### config.mk
export PLATFORM = sky130hd
export DESIGN_NAME = run_step_clock_tracer
export DESIGN_NICKNAME = d
export VERILOG_FILES = /design/src/rtl/core/rsct_pkg.sv /design/src/rtl/core/run_step_clock_tracer.sv /design/src/rtl/core/rsct_debounce.sv /design/src/rtl/core/rsct_pulse.sv
export VERILOG_INCLUDE_DIRS = /design/src /design/src/rtl/core
export SDC_FILE = /design/constraint.sdc
export NUM_CORES = 1
export LEC_CHECK = 0
export BUFFER_PORTS_ARGS = -buffer_cell sky130_fd_sc_hd__buf_2
export CAP_MARGIN = 20
export CORE_MARGIN = 10
export CORE_UTILIZATION = 25
export DETAILED_ROUTE_END_ITERATION = 8
export PLACE_DENSITY = 0.39
export SYNTH_ARGS = -nofsm -noshare
export SYNTH_HDL_FRONTEND = slang
export SYNTH_HIERARCHICAL = 1
export SYNTH_SLANG_ARGS = --single-unit
### constraint.sdc
create_clock -name clk -period 18.1 [get_ports clk]
set_input_delay 3.62 -clock clk [delete_from_list [all_inputs] [get_ports clk]]
set_output_delay 3.62 -clock clk [all_outputs]
set_load 0.05 [all_outputs]
### src/rtl/core/run_step_clock_tracer_defines.svh
// assertion macros shared by the clock tracer rtl
// depends on nothing; the asserting modules must have clk and arst_n in scope
`ifndef RUN_STEP_CLOCK_TRACER_DEFINES_SVH
`define RUN_STEP_CLOCK_TRACER_DEFINES_SVH
`ifndef SYNTHESIS
`define RSCT_ASSERT(lbl, cond) \
	lbl: assert property (@(posedge clk) disable iff (!arst_n) (cond)) \
		else $error("rsct assertion failed");
`define RSCT_ASSERT_NEXT(lbl, ante, cons) \
	lbl: assert property (@(posedge clk) disable iff (!arst_n) (ante) |=> (cons)) \
		else $error("rsct assertion failed");
`else
`define RSCT_ASSERT(lbl, cond)
`define RSCT_ASSERT_NEXT(lbl, ante, cons)
`endif
`endif

### src/rtl/core/rsct_pkg.sv
// types, constants and helpers for the run/step clock tracer
// depends on nothing
`default_nettype none
package rsct_pkg;
	localparam int unsigned AddrW  = 16;
	localparam int unsigned DataW  = 8;
	localparam int unsigned SpeedW = 8;
	localparam int unsigned DebW   = 8;
	localparam int unsigned PulseW = 4;
	localparam int unsigned CountW = 11;
	localparam int unsigned CfgIdxW = 2;
	localparam int unsigned CfgDataW = 8;
	localparam int unsigned SpeedShift = 6;

	localparam logic [CfgIdxW-1:0] CFG_DEBOUNCE_TICKS    = 2'd0;
	localparam logic [CfgIdxW-1:0] CFG_MIN_PULSE_TICKS   = 2'd1;
	localparam logic [CfgIdxW-1:0] CFG_HALT_ACTIVE_LEVEL = 2'd2;
	localparam logic [CfgIdxW-1:0] CFG_STEP_ACTIVE_LEVEL = 2'd3;

	localparam logic [DebW-1:0]   DEBOUNCE_RESET  = 8'd20;
	localparam logic [PulseW-1:0] MIN_PULSE_RESET = 4'd1;

	typedef enum logic [3:0] {
		PH_IDLE = 4'b0001,
		PH_HIGH = 4'b0010,
		PH_LOW  = 4'b0100,
		PH_WAIT = 4'b1000
	} phase_t;

	typedef struct packed {
		logic stable;
		logic stable_d;
		logic accept;
	} deb_stat_t;

	function automatic logic [DebW-1:0] eff_debounce(input logic [DebW-1:0] v);
		return (v == '0) ? DebW'(1) : v;
	endfunction

	function automatic logic [PulseW-1:0] eff_pulse(input logic [PulseW-1:0] v);
		return (v == '0) ? PulseW'(1) : v;
	endfunction
endpackage
`default_nettype wire

### src/rtl/core/run_step_clock_tracer.sv
// Run/step clock generator and bus tracer. One item is one millisecond tick; the block
// accepts one item per clock cycle while the result side keeps up, and returns exactly
// one result per item, through the input register and then the result register. The
// whole state update for a tick, including the 8x8 speed square for the wait length, is
// a single combinational pass between those registers, so throughput is one item per
// cycle whenever the result side keeps up. Configuration writes are taken at any time
// (cfg_ready is always high) and should only be made while no item is in flight.
// depends on rsct_pkg, rsct_debounce, rsct_pulse and run_step_clock_tracer_defines.svh
`default_nettype none
`include "run_step_clock_tracer_defines.svh"
module run_step_clock_tracer (
	input  wire logic                          clk,
	input  wire logic                          arst_n,
	input  wire logic                          in_valid,
	output logic                               in_ready,
	input  wire logic                          halt_level,
	input  wire logic                          step_level,
	input  wire logic [rsct_pkg::SpeedW-1:0]   speed,
	input  wire logic [rsct_pkg::AddrW-1:0]    bus_addr,
	input  wire logic [rsct_pkg::DataW-1:0]    bus_data,
	input  wire logic                          bus_rw,
	output logic                               out_valid,
	input  wire logic                          out_ready,
	output logic                               clock_out,
	output logic                               trace_valid,
	output logic [rsct_pkg::AddrW-1:0]         trace_addr,
	output logic [rsct_pkg::DataW-1:0]         trace_data,
	output logic                               trace_rw,
	input  wire logic                          cfg_valid,
	output logic                               cfg_ready,
	input  wire logic [rsct_pkg::CfgIdxW-1:0]  cfg_index,
	input  wire logic [rsct_pkg::CfgDataW-1:0] cfg_data
);
	import rsct_pkg::*;

	// configuration
	logic [DebW-1:0]   deb_ticks_q;
	logic [PulseW-1:0] pulse_ticks_q;
	logic              halt_active_q;
	logic              step_active_q;

	// input register
	logic              valid_s1;
	logic              halt_s1;
	logic              step_s1;
	logic [SpeedW-1:0] speed_s1;
	logic [AddrW-1:0]  addr_s1;
	logic [DataW-1:0]  data_s1;
	logic              rw_s1;

	logic      advance;
	logic      free_run;
	logic      clock_level;
	logic      rise;
	deb_stat_t halt_stat;
	deb_stat_t step_stat;

	assign cfg_ready = 1'b1;

	always_ff @(posedge clk or negedge arst_n) begin
		if (!arst_n) begin
			deb_ticks_q   <= DEBOUNCE_RESET;
			pulse_ticks_q <= MIN_PULSE_RESET;
			halt_active_q <= 1'b0;
			step_active_q <= 1'b0;
		end else if (cfg_valid) begin
			case (cfg_index)
				CFG_DEBOUNCE_TICKS:    deb_ticks_q   <= cfg_data[DebW-1:0];
				CFG_MIN_PULSE_TICKS:   pulse_ticks_q <= cfg_data[PulseW-1:0];
				CFG_HALT_ACTIVE_LEVEL: halt_active_q <= cfg_data[0];
				CFG_STEP_ACTIVE_LEVEL: step_active_q <= cfg_data[0];
				default: ;
			endcase
		end
	end

	assign advance  = valid_s1 && (!out_valid || out_ready);
	assign in_ready = !valid_s1 || advance;

	always_ff @(posedge clk or negedge arst_n) begin
		if (!arst_n) begin
			valid_s1 <= 1'b0;
		end else if (in_ready) begin
			valid_s1 <= in_valid;
		end
	end

	always_ff @(posedge clk) begin
		if (in_valid && in_ready) begin
			halt_s1  <= halt_level;
			step_s1  <= step_level;
			speed_s1 <= speed;
			addr_s1  <= bus_addr;
			data_s1  <= bus_data;
			rw_s1    <= bus_rw;
		end
	end

	rsct_debounce u_halt_deb (
		.clk       (clk),
		.arst_n    (arst_n),
		.en        (advance),
		.sample    (halt_s1),
		.deb_ticks (eff_debounce(deb_ticks_q)),
		.stat      (halt_stat)
	);

	assign free_run = (halt_stat.stable_d == halt_active_q);

	// step pin is frozen while free-running
	rsct_debounce u_step_deb (
		.clk       (clk),
		.arst_n    (arst_n),
		.en        (advance && !free_run),
		.sample    (step_s1),
		.deb_ticks (eff_debounce(deb_ticks_q)),
		.stat      (step_stat)
	);

	rsct_pulse u_pulse (
		.clk         (clk),
		.arst_n      (arst_n),
		.en          (advance),
		.free_run    (free_run),
		.step_stat   (step_stat),
		.step_active (step_active_q),
		.pulse_ticks (eff_pulse(pulse_ticks_q)),
		.speed       (speed_s1),
		.clock_level (clock_level),
		.rise        (rise)
	);

	// result register
	always_ff @(posedge clk or negedge arst_n) begin
		if (!arst_n) begin
			out_valid <= 1'b0;
		end else if (advance) begin
			out_valid <= 1'b1;
		end else if (out_ready) begin
			out_valid <= 1'b0;
		end
	end

	always_ff @(posedge clk) begin
		if (advance) begin
			clock_out   <= clock_level;
			trace_valid <= rise;
			trace_addr  <= rise ? addr_s1 : '0;
			trace_data  <= rise ? data_s1 : '0;
			trace_rw    <= rise & rw_s1;
		end
	end

	`RSCT_ASSERT(a_trace_needs_clock, !out_valid || !trace_valid || clock_out)
	`RSCT_ASSERT(a_trace_zero_idle,
		!out_valid || trace_valid || (trace_addr == '0 && trace_data == '0 && !trace_rw))
	`RSCT_ASSERT(a_stall_reason, in_ready || (valid_s1 && out_valid && !out_ready))
endmodule
`default_nettype wire

### src/rtl/core/rsct_debounce.sv
// pin debouncer: timer plus accepted level, changes confirmed after the debounce time
// depends on rsct_pkg
`default_nettype none
module rsct_debounce (
	input  wire logic                      clk,
	input  wire logic                      arst_n,
	input  wire logic                      en,
	input  wire logic                      sample,
	input  wire logic [rsct_pkg::DebW-1:0] deb_ticks,
	output rsct_pkg::deb_stat_t            stat
);
	import rsct_pkg::*;

	logic [DebW-1:0] timer_q, timer_d;
	logic            stable_q;
	logic            accept;

	// no change is reported while the pin is not being sampled
	always_comb begin
		timer_d = timer_q;
		accept  = 1'b0;
		if (timer_q != '0) begin
			timer_d = timer_q - DebW'(1);
			accept  = en && (timer_q == DebW'(1)) && (sample != stable_q);
		end else if (sample != stable_q) begin
			timer_d = deb_ticks;
		end
	end

	always_ff @(posedge clk or negedge arst_n) begin
		if (!arst_n) begin
			timer_q  <= '0;
			stable_q <= 1'b0;
		end else if (en) begin
			timer_q <= timer_d;
			if (accept) stable_q <= sample;
		end
	end

	assign stat.stable   = stable_q;
	assign stat.stable_d = accept ? sample : stable_q;
	assign stat.accept   = accept;
endmodule
`default_nettype wire

### src/rtl/core/rsct_pulse.sv
// pulse sequencer: high, low and wait phases, step press edge detection
// depends on rsct_pkg and run_step_clock_tracer_defines.svh
`default_nettype none
`include "run_step_clock_tracer_defines.svh"
module rsct_pulse (
	input  wire logic                        clk,
	input  wire logic                        arst_n,
	input  wire logic                        en,
	input  wire logic                        free_run,
	input  wire rsct_pkg::deb_stat_t         step_stat,
	input  wire logic                        step_active,
	input  wire logic [rsct_pkg::PulseW-1:0] pulse_ticks,
	input  wire logic [rsct_pkg::SpeedW-1:0] speed,
	output logic                             clock_level,
	output logic                             rise
);
	import rsct_pkg::*;

	phase_t            phase_q, phase_d;
	logic [CountW-1:0] count_q, count_d;
	logic              prev_q, prev_d;
	logic [2*SpeedW-1:0] speed_sq;
	logic [CountW-1:0] pulse_len;
	logic [CountW-1:0] wait_len;

	assign speed_sq  = (2*SpeedW)'(speed) * (2*SpeedW)'(speed);
	assign pulse_len = CountW'(pulse_ticks) - CountW'(1);
	assign wait_len  = CountW'(speed_sq >> SpeedShift) + CountW'(pulse_ticks) - CountW'(1);

	always_comb begin
		phase_d = phase_q;
		count_d = count_q;
		prev_d  = prev_q;
		rise    = 1'b0;
		if (step_stat.accept) prev_d = step_stat.stable;
		if (phase_q != PH_IDLE && count_q != '0) begin
			count_d = count_q - CountW'(1);
		end else begin
			case (phase_q)
				PH_HIGH: begin
					phase_d = PH_LOW;
					count_d = pulse_len;
				end
				PH_LOW: begin
					if (free_run) begin
						phase_d = PH_WAIT;
						count_d = wait_len;
					end else begin
						phase_d = PH_IDLE;
					end
				end
				PH_WAIT: phase_d = PH_IDLE;
				default: ;
			endcase
		end
		if (phase_d == PH_IDLE) begin
			if (free_run) begin
				rise = 1'b1;
			end else if (prev_d != step_active && step_stat.stable_d == step_active) begin
				rise   = 1'b1;
				prev_d = step_stat.stable_d;
			end
			if (rise) begin
				phase_d = PH_HIGH;
				count_d = pulse_len;
			end
		end
	end

	assign clock_level = (phase_d == PH_HIGH);

	always_ff @(posedge clk or negedge arst_n) begin
		if (!arst_n) begin
			phase_q <= PH_IDLE;
			count_q <= '0;
			prev_q  <= 1'b1;
		end else if (en) begin
			phase_q <= phase_d;
			count_q <= count_d;
			prev_q  <= prev_d;
		end
	end

	`RSCT_ASSERT(a_idle_count_zero, (phase_q != PH_IDLE) || (count_q == '0))
	`RSCT_ASSERT_NEXT(a_rise_enters_high, en && rise, phase_q == PH_HIGH)
endmodule
`default_nettype wire

# After elaboration in Yosys (flattened, before gate mapping)
# Index checks and enable logic that the tools add are counted.
[totals]
regBits = 112
input_bits = 50
output_inout_bits = 30
wordCells = 107
[op_classes]
addsub = 6
n_mul = 1
eq_ne = 16
n_mux = 30
n_bitwise = 1
reduce_logical = 29
[ops]
columns = ["op", "count"]
rows = [
  ["$mux W11", 4],
  ["$mux W8", 5],
  ["$pmux W11 S2", 1],
  ["$sub A11 B1 Y11 const B", 2],
  ["$mux W4", 5],
  ["$eq A8 B1 Y1 const B", 2],
  ["$mul A8 B8 Y16", 1],
  ["$reduce_bool A8 Y1", 2],
  ["$sub A8 B1 Y8 const B", 2],
  ["$mux W1", 14],
  ["$pmux W4 S3", 1],
  ["$reduce_and A2 Y1", 6],
  ["$add A10 B4 Y11", 1],
  ["$reduce_bool A11 Y1", 1],
  ["$logic_and A1 B1 Y1", 9],
  ["$eq A4 B2 Y1 const B", 2],
  ["$logic_not A8 Y1", 1],
  ["$reduce_bool A2 Y1", 3],
  ["$sub A4 B1 Y5 const B", 1],
  ["$eq A2 B2 Y1 const B", 2],
  ["$eq A4 B1 Y1 const B", 1],
  ["$eq A4 B3 Y1 const B", 1],
  ["$eq A4 B4 Y1 const B", 1],
  ["$logic_not A4 Y1", 1],
  ["other kinds (8)", 14],
]

# Longest topological paths before layout
# Gate-level depths: netlist (run 1).
[logic_depth]
ltp_word = 22
mapped_depth = 28
depth_no_buf = 28

# Modules after synthesis
# The synthesis (run 1) kept the hierarchy.
[modules_own_cells]
columns = ["mod", "n_inst", "cells_each", "area_per_inst_um2", "seq_area_each_um2"]
rows = [
  ["rsct_pulse", 1, 449, 3517.1, 402.9],
  ["run_step_clock_tracer", 1, 149, 2761.4, 2265.9],
  ["rsct_debounce", 2, 70, 656.9, 225.2],
]

# Worst setup path after synthesis (run 1)
# Ideal clock, no wire load.
[synth_path]
kind = "input to register"
from = "input port out_ready"
to = "register trace_addr[0] (netlist name) (data pin)"
setup_time_ns = 0.131
arrival_ns = 9.864
setup_slack_ns = 8.105
stages = 22
cell_sequence = "nand2b_1 > and2_1 > or4b_4 > or4_4 > nor4b_4 > mux2_1 > xnor2_1 > nor3b_1 > or4b_4 > or4_4 > nor4b_4 > buf_4 > mux2i_1 > and3_1 > nor3_1 > a221o_1 > or2_1 > buf_6 > inv_6 > buf_4 > clkbuf_1 > and2_1"
[synth_lines]
columns = ["item", "line_no", "source"]
rows = [
  ["start, declared", "run_step_clock_tracer.sv:23", "input wire logic out_ready,"],
  ["end signal, assigned", "run_step_clock_tracer.sv:148", "trace_addr <= rise ? addr_s1 : '0;"],
  ["end, declared", "run_step_clock_tracer.sv:26", "output logic [rsct_pkg::AddrW-1:0] trace_addr,"],
]

==> out/qor.yml, run 1 <==
outcome:
  status: "complete, no violations"
sta:
  setup_violations: 0
  hold_viol_final: 0
  period_minus_slack_ns: 9.61
  fin_crit_sh_pct: 53.1
  slew_headroom_pct: 37.9
  rsz0062_at_grt: "no"
  timing.final.max_slew_violations: 0
  layout_setup_ws_ns: 8.49
  fin_setup_tns_ns: 0
  worst_pin_slew_ns: 0.918
  fmax_mhz: 104
  clock_skew_ns: 0.00739
setup_path:
  path_class: "input pin to register"
  cp.arrival_ns: 9.87
  r2r_start: "speed_s1[5]"
  crit_start: "out_ready"
  required_ns: 18.36
  cp_max_fo: 39
  start_kind: "input pin"
  crit_path_end_kind: "register"
route:
  route.detailed.drc: 0
  met3WireLength_microns: 728
  drt_iter0_markers: 325
  m1WireLength_mm: 9.14
  vias: 5533
  wl_met2_mm: 9.21
  viasPerCell: 4.63
  top_layer: "met4"
  wl_mm: 19.3
  wl_per_cell_microns: 16.1
  first_pass_iters: 4
  postRouteAntennaNets: 0
synth:
  syn_area_per_cell_sq_um: 10.3
  syn_area_sq_um: 7580
  synth_warnings: 6
  synthesis.nets: 859
  synth_cells: 736
global_routing:
  grt_pass1_vias: 5802
  grt_max_degree: 69
  grt_pass1_wl_mm: 31.9
  grtUsageTotal_pct: 10.3
  grt_antenna_before_repair: 0
  overflow: 0
power:
  power.switching_mw: 0.588
  p_int_mw: 0.755
  powerDensity_nw_per_um2: 155
  total_leakage_power_nw: 3.65
  pwr-share-clk_pct: 14.7
  power_frac_seq_pct: 27.6
  p_comb_share_pct: 57.7
  sw_frac_of_total_pct: 43.8
  ir_worst_vdd_mv: 0.112
  finalPower_mw: 1.34
die:
  pin_count: 80
  die_w_microns: 194
  die_y_microns: 194
  num_rows: 63
  dieArea_sq_um: 37700
  core_sq_um: 29800
  start_util_pct: 25.4
clock_network:
  htreeDepth: 3
  clkTransAtPathRegs_ns: 0.08
  numCtsBuffers: 9
  postCtsResizedCells: 0
  post_cts_buffers: 0
  cts_root_buf: "clkbuf_16"
  clk_latency_ns: 0.36
  cts_tree: "built"
  clk_path_buf_depth: 2
  cts.sinks: 112
  holdBufCountCts: 0
placement:
  hpwlAfterDp_mm: 14.5
  dp_slack_ns: 7.70
  gp_congestion: 0.786
  io_buffers: 78
  placed_area_sq_um: 8360
  dp_cells: 1178
cells_and_area:
  synthToLayoutAreaGrowth_pct: 14.1
  fin_nets: 923
  n_antenna_cell: 0
  fillerInstances: 3180
  multi_input_area_sq_um: 4020
  finalInstanceArea_sq_um: 8640
  register_area_sq_um: 3120
  drive_above_1_share_pct: 16.9
  fin_cells: 1195
min_path:
  worstHoldStart: "valid_s1"
  hold_path_class: "register to register"
job:
  max-cap-violations: 0
==> flip-flops by register name (all words and copies together), names as in the netlist <==
name	count
addr_s1	16
clock_out	1
pulse_ticks_q	4
speed_s1	8
valid_s1	1
halt_active_q	1
u_pulse/phase_q	4
out_valid	1
rw_s1	1
deb_ticks_q	8
trace_valid	1
u_step_deb/stable_q	1
u_halt_deb/stable_q	1
trace_addr	16
trace_rw	1
trace_data	8
step_active_q	1
halt_s1	1
step_s1	1
u_halt_deb/timer_q	8
u_step_deb/timer_q	8
u_pulse/count_q	11
data_s1	8
u_pulse/prev_q	1
==> power by group through the flow <==
stage                     registers [mW]  clock network [mW]  logic (mW)
after floorplan                    0.370                   0       0.607
after detailed placement           0.375                   0       0.780
after CTS                          0.371               0.207       0.786
after global placement             0.378                   0       0.786
final                              0.371               0.197       0.776
after global routing               0.378               0.215       0.885
==> placed cells by master (no fill, tap or decap), drive strengths merged, types with 7 or more instances in the layout <==
| cell | n |
|---|---|
| nand4 | 10 |
| a31oi | 9 |
| buf | 84 |
| nand3b | 7 |
| and2 | 50 |
| a21oi | 27 |
| nor4 | 8 |
| dfrtp | 45 |
| inv | 83 |
| a211oi | 10 |
| clkbuf | 10 |
| nor3b | 9 |
| nor3 | 21 |
| mux2 | 19 |
| nor2 | 35 |
| xor2 | 11 |
| xnor2 | 21 |
| edfxtp | 62 |
| fa | 25 |
| o31ai | 7 |
| nand2 | 43 |
| ha | 48 |
| a21o | 10 |
| nand3 | 14 |
| o21ai | 32 |
==> path summary, 6_finish.rpt <==
kind                       slack, ns  cells past startpoint                  end
max                             8.49                     22   u_pulse/count_q[9]
min                             0.52                      2            out_valid
max reg2reg                    11.13                     21  u_pulse/count_q[10]
min reg2reg                     0.52                      2            out_valid
max in group asynchronous      14.23                      2   u_pulse/count_q[6]
min in group asynchronous       3.40                      2       deb_ticks_q[5]
==> per-stage QoR <==
stage | utilization [%] | hold WS (ns)
final | 29.0 | 0.523
after CTS | 29.0 | 0.530
after floorplan | - | 0.454
after global placement | 28.0 | 0.505
after detailed placement | 28.0 | 0.508
after global routing | 29.0 | 0.544
==> area by class of cell <==
type	instances	area share, %
clock buffer	10	2.65
timing repair buffer	84	5.04
sequential	112	36.1
tap	390	5.65
inverter	80	3.53
clock inverter	6	0.594
multi-input combinational	513	46.5
==> layer usage <==
| layer | vias up | global-route usage (%) |
|---|---|---|
| met5 | - | 0 |
| met4 | 0 | 2.16 |
| met3 | 12 | 2.46 |
| met2 | 86 | 16.9 |
| met1 | 2673 | 13.4 |
| li1 | 2762 | - |
==> worst max-delay path: stages <==
cell and delay, ns:
buf_2 0.08, nand2b_1 0.14, and2_2 0.16, or4b_4 0.48, or4_4 0.50, nor4b_4 0.30
mux2_1 0.37, xnor2_1 0.18, nor3b_1 0.21, buf_4 0.22, or4b_4 0.50, or4_4 0.50
nor4b_4 0.36, mux2_1 0.41, nor3_1 0.19, nor3_1 0.08, a221o_1 0.31, or2_1 0.37
inv_6 0.27, and2_4 0.21, o21ai_1 0.07, o311ai_1 0.31
Power figures use the tool's default switching activity.
==> run 2, diff against run 1 <==
--- a/config.mk
+++ b/config.mk
@@ -11,7 +11,7 @@
 export CORE_MARGIN = 10
 export CORE_UTILIZATION = 25
 export DETAILED_ROUTE_END_ITERATION = 8
-export PLACE_DENSITY = 0.39
+export PLACE_DENSITY = 0.4
 export SYNTH_ARGS = -nofsm -noshare
 export SYNTH_HDL_FRONTEND = slang
 export SYNTH_HIERARCHICAL = 1
==> constraint.sdc (replaced) <==
create_clock -name clk -period 8 [get_ports clk]
set_input_delay 1.6 -clock clk [delete_from_list [all_inputs] [get_ports clk]]
set_output_delay 1.6 -clock clk [all_outputs]
set_load 0.05 [all_outputs]
==> run 2 against run 1 <==
  * Clock skew is 0.00065 ns higher
  * Critical endpoint unchanged
  * Non-clock buffer count grew 2
  * Via count rose by 0.20%
  * Sequential share of layout area fell by 0.068 points
  * Die area unchanged
  * Clock power up 130%
  * Flip-flop and latch count is the same
  * Critical path depth decreased by 1
  * Combinational power up 130%
  * Clock-buffer cell count is the same
  * Design area rose by 0.19%
==> out/qor.yml, run 2 (synthesis results as in run 1) <==
power:
  ir_worst_vdd_mv: 0.243
  powerDensity_nw_per_um2: 351
  total_leakage_power_nw: 3.66
  finalPower_mw: 3.04
setup_path:
  cp_max_fo: 14
  crit_path_end_kind: "register"
  required_ns: 8.27
  path_class: "input pin to register"
  start_kind: "input pin"
  cp.arrival_ns: 7.49
sta:
  rsz0062_at_grt: "no"
  hold_viol_final: 0
  fin_crit_sh_pct: 90.2
  slew_headroom_pct: 37.7
  fmax_mhz: 139
  period_minus_slack_ns: 7.22
  setup_violations: 0
  worst_hold_slack_ns: 0.519
  timing.final.max_slew_violations: 0
  fin_setup_tns_ns: 0
  worst_pin_slew_ns: 0.934
  clock_skew_ns: 0.00804
placement:
  hpwlAfterDp_mm: 14.6
  io_buffers: 78
  dp_cells: 1181
  gp_congestion: 0.789
global_routing:
  grt_max_degree: 69
  overflow: 0
  grt_antenna_before_repair: 0
  grt_pass1_wl_mm: 31.5
  grtUsageTotal_pct: 10.2
  grt_pass1_vias: 5644
outcome:
  status: "complete, no violations"
cells_and_area:
  fillerInstances: 3128
  reg_top3: "addr_s1: 16 flops, trace_addr: 16 flops, u_pulse/count_q: 11 flops"
  drive_above_1_share_pct: 17.2
  fin_nets: 925
  n_antenna_cell: 0
  postLayoutCoreUtil_pct: 29.1
  synthToLayoutAreaGrowth_pct: 14.3
  final_cell_mix: "inv_1, buf_2, edfxtp_1, ha_1, and2_1"
  mostFrequentLayoutCell: "inv_1"
  fin_cells: 1197
die:
  core_sq_um: 29800
  dieArea_sq_um: 37700
  die_w_microns: 194
  pin_count: 80
  die_y_microns: 194
  start_util_pct: 25.4
  num_rows: 63
clock_network:
  clkTransAtPathRegs_ns: 0.08
  numCtsBuffers: 9
  post_cts_buffers: 0
  postCtsResizedCells: 0
  cts_tree: "built"
  cts_root_buf: "clkbuf_16"
  clk_latency_ns: 0.37
  htreeDepth: 3
  cts.sinks: 112
  holdBufCountCts: 0
  clk_path_buf_depth: 2
route:
  first_pass_iters: 4
  vias: 5544
  postRouteAntennaNets: 0
  viasPerCell: 4.63
  drt_iter0_markers: 216
  wl_mm: 19.1
  route.detailed.drc: 0
  wl_per_cell_microns: 15.9
job:
  max-cap-violations: 0
min_path:
  hold_path_class: "register to register"
-- run 2: changes by cell type in the layout (fill, tap and decap cells not counted), sizes merged --
cell and change:
clkinvlp +1, clkinv -1, buf +2
-- run 2: where the power goes --
group | switching (mW) | internal (mW)
Combinational | 0.975 | 0.777
Sequential | 0.125 | 0.714
Clock | 0.230 | 0.217
-- run 2: path summary, 6_finish.rpt --
check | startpoint | end | slack (ns) | cells past startpoint
max | out_ready | u_pulse/count_q[9] | 0.78 | 21
min | addr_s1[12] | trace_addr[12] | 0.52 | 1
max reg2reg | speed_s1[5] | u_pulse/count_q[10] | 1.13 | 21
min reg2reg | addr_s1[12] | trace_addr[12] | 0.52 | 1
max in group asynchronous | arst_n | u_halt_deb/timer_q[4] | 6.16 | 2
min in group asynchronous | arst_n | u_pulse/phase_q[2] | 1.36 | 2
-- run 2: metal layers --
layer,up-vias,GRT usage [%],wire length [microns],share of wire (%)
met5,-,0,0,0
met4,0,2.47,236,1.2
met3,14,2.42,716,3.8
met2,93,16.2,8850,46
met1,2669,13.5,9270,49
li1,2768,-,-,-
-- run 2: worst max-delay path, cell delays in order --
cell and delay, ns:
buf_2 0.09, nand2b_1 0.13, and2_2 0.16, or4b_4 0.48, or4_4 0.51, nor4b_4 0.30, mux2_1 0.37, xnor2_1 0.15
nor3b_1 0.34, or4b_4 0.54, or4_4 0.51, nor4b_4 0.36, mux2_1 0.41, nor3_1 0.18, nor3_1 0.07, a221o_1 0.32
or2_1 0.29, inv_6 0.14, and2_4 0.17, o21ai_1 0.07, o311ai_1 0.30
-- run 2: stage by stage --
stage          setup WS [ns]  area [sq um]
2_1_floorplan         0.0521          7580
3_3_place_gp           0.516          8380
3_5_place_dp           0.392          8380
4_1_cts                0.756          8660
5_1_grt                0.514          8660
6_report               0.782          8660
-- run 2: cell type report --
| cell class | instances | area [sq um] | share of cell area, % |
|---|---|---|---|
| multi-input combinational | 513 | 4020 | 46.4 |
| sequential | 112 | 3120 | 36.0 |
| clock buffer | 10 | 229 | 2.64 |
| clock inverter | 6 | 52.6 | 0.607 |
| timing repair buffer | 86 | 450 | 5.20 |
| inverter | 80 | 305 | 3.53 |
| tap | 390 | 488 | 5.64 |
==> run 3, diff against run 2 <==
--- a/config.mk
+++ b/config.mk
@@ -10,8 +10,10 @@
 export CAP_MARGIN = 20
 export CORE_MARGIN = 10
 export CORE_UTILIZATION = 25
+export CTS_BUF_LIST = sky130_fd_sc_hd__clkbuf_4 sky130_fd_sc_hd__clkbuf_8 sky130_fd_sc_hd__clkbuf_16
 export DETAILED_ROUTE_END_ITERATION = 8
 export PLACE_DENSITY = 0.4
+export RECOVER_POWER = 25
 export SYNTH_ARGS = -nofsm -noshare
 export SYNTH_HDL_FRONTEND = slang
 export SYNTH_HIERARCHICAL = 1
==> run 3 against run 2 <==
  * The run now ends with max-capacitance violations, max-slew violations left
  * Worst hold slack about the same
  * Flip-flop and latch count unchanged
  * Utilization about the same
  * Clock skew about the same
  * Clock-buffer cell count unchanged
  * Design area about the same
  * Clock power about the same
  * Die area unchanged
  * Non-clock buffer count unchanged
  * Routed wire length down 0.12%
  * Critical endpoint unchanged
  * Largest power group unchanged
==> out/qor.yml, run 3 (synthesis results as in run 1) <==
outcome:
  status: "finished, violations left"
  violations: "max-capacitance violations, max-slew violations"
clock_network:
  clkTransAtPathRegs_ns: 0.08
  cts.sinks: 112
  clk_latency_ns: 0.37
  cts_tree: "built"
  cts_root_buf: "clkbuf_16"
  htreeDepth: 3
  post_cts_buffers: 0
  numCtsBuffers: 9
  holdBufCountCts: 0
  postCtsResizedCells: 0
  clk_path_buf_depth: 2
setup_path:
  cp_max_fo: 14
  crit_slowest_cell: "or4b_4"
  cpPeakStageDelay_ns: 0.53
  critPathTopFamily: "simple AND/OR/NAND/NOR gates"
  path_class: "input pin to register"
  cp.arrival_ns: 7.49
  crit_chain: "buf_2 > nand2b_1 > and2_2 > or4b_4 > or4_4 > nor4b_4 > mux2_1 > xnor2_1 > nor3b_1 > or4b_4 > or4_4 > nor4b_4 > mux2_1 > nor3_1 > nor3_1 > a221o_1 > or2_1 > inv_6 > and2_4 > o21ai_1 > o311ai_1"
  required_ns: 8.27
  crit_path_end_kind: "register"
  path_buf_inv: 2
  start_kind: "input pin"
min_path:
  hold_path_class: "register to register"
die:
  num_rows: 63
  pin_count: 80
  dieArea_sq_um: 37700
  core_sq_um: 29800
  start_util_pct: 25.4
  die_y_microns: 194
  die_w_microns: 194
power:
  ir_worst_vdd_mv: 0.243
  power_frac_seq_pct: 27.6
  sw_frac_of_total_pct: 43.6
  pwr-share-clk_pct: 14.8
  p_int_mw: 1.71
  p_comb_share_pct: 57.6
  power.switching_mw: 1.32
  total_leakage_power_nw: 3.66
  powerDensity_nw_per_um2: 351
route:
  route.detailed.drc: 0
  first_pass_iters: 5
  vias: 5529
  wl_per_cell_microns: 15.9
  postRouteAntennaNets: 0
  viasPerCell: 4.62
  drt_iter0_markers: 213
  wl_mm: 19.0
sta:
  period_minus_slack_ns: 7.22
  fmax_mhz: 139
  hold_viol_final: 0
  slew_headroom_pct: -96.7
  timing.final.max_slew_violations: 51
  rsz0062_at_grt: "no"
  clock_skew_ns: 0.00805
  fin_crit_sh_pct: 90.3
  fin_setup_tns_ns: 0
  layout_setup_ws_ns: 0.780
  worst_pin_slew_ns: 2.95
  setup_violations: 0
placement:
  gp_congestion: 0.789
  dp_slack_ns: 0.392
  hpwlAfterDp_mm: 14.6
  io_buffers: 78
  dp_cells: 1181
job:
  max-cap-violations: 1
global_routing:
  grt_antenna_before_repair: 0
  grt_pass1_wl_mm: 31.5
  overflow: 0
  grtUsageTotal_pct: 10.2
  grt_max_degree: 69
  grt_pass1_vias: 5644
cells_and_area:
  mostFrequentLayoutCell: "inv_1"
  drive_above_1_share_pct: 17.1
  synthToLayoutAreaGrowth_pct: 14.3
  fin_cells: 1197
  fin_nets: 925
  fillerInstances: 3129
  n_antenna_cell: 0
  reg_top3: "addr_s1: 16 flops, trace_addr: 16 flops, u_pulse/count_q: 11 flops"
  final_cell_mix: "inv_1, buf_2, edfxtp_1, ha_1, and2_1"
run 3: routing by layer:
layer | GRT usage [%] | up-vias | routed length [microns]
met1 | 13.5 | 2655 | 9260
li1 | - | 2770 | -
met2 | 16.2 | 90 | 8820
met3 | 2.42 | 14 | 723
met5 | 0 | - | 0
met4 | 2.47 | 0 | 236
run 3: path summary, 6_finish.rpt:
check / startpoint / endpoint / slack [ns] / cells past startpoint
worst max-delay path: out_ready / u_pulse/count_q[9] / 0.78 / 21
worst min register to register: addr_s1[12] / trace_addr[12] / 0.52 / 1
worst max register to register: speed_s1[5] / u_pulse/count_q[10] / 1.12 / 21
min in group asynchronous: arst_n / u_pulse/phase_q[2] / 2.29 / 2
worst min-delay path: addr_s1[12] / trace_addr[12] / 0.52 / 1
max in group asynchronous: arst_n / u_halt_deb/timer_q[4] / 4.04 / 2
run 3: metrics by stage:
stage	hold slack (ns)	area [sq um]	util (%)	total power, mW
global route	0.535	8660	29.1	3.35
global placement	0.505	8380	28.1	2.64
finish	0.519	8660	29.1	3.04
floorplan	0.454	7580	-	2.21
CTS	0.523	8660	29.1	3.10
detailed placement	0.506	8380	28.1	2.63
run 3: cell type report:
cell class              instances  area [sq um]  share of cell area (%)
inverters                      80           305                    3.53
flip-flops and latches        112          3120                    36.0
clock inverters                 6          52.6                   0.607
repair buffers                 86           445                    5.14
well taps                     390           488                    5.64
multi-input cells             513          4020                    46.4
clock buffers                  10           233                    2.69
run 3: power by group through the flow:
stage / Sequential [mW] / Combinational [mW] / Clock [mW]
after floorplan: 0.836 / 1.37 / 0
after global placement: 0.855 / 1.78 / 0
after detailed placement: 0.849 / 1.78 / 0
after CTS: 0.839 / 1.79 / 0.473
after global routing: 0.857 / 2.00 / 0.498
final: 0.838 / 1.75 / 0.450
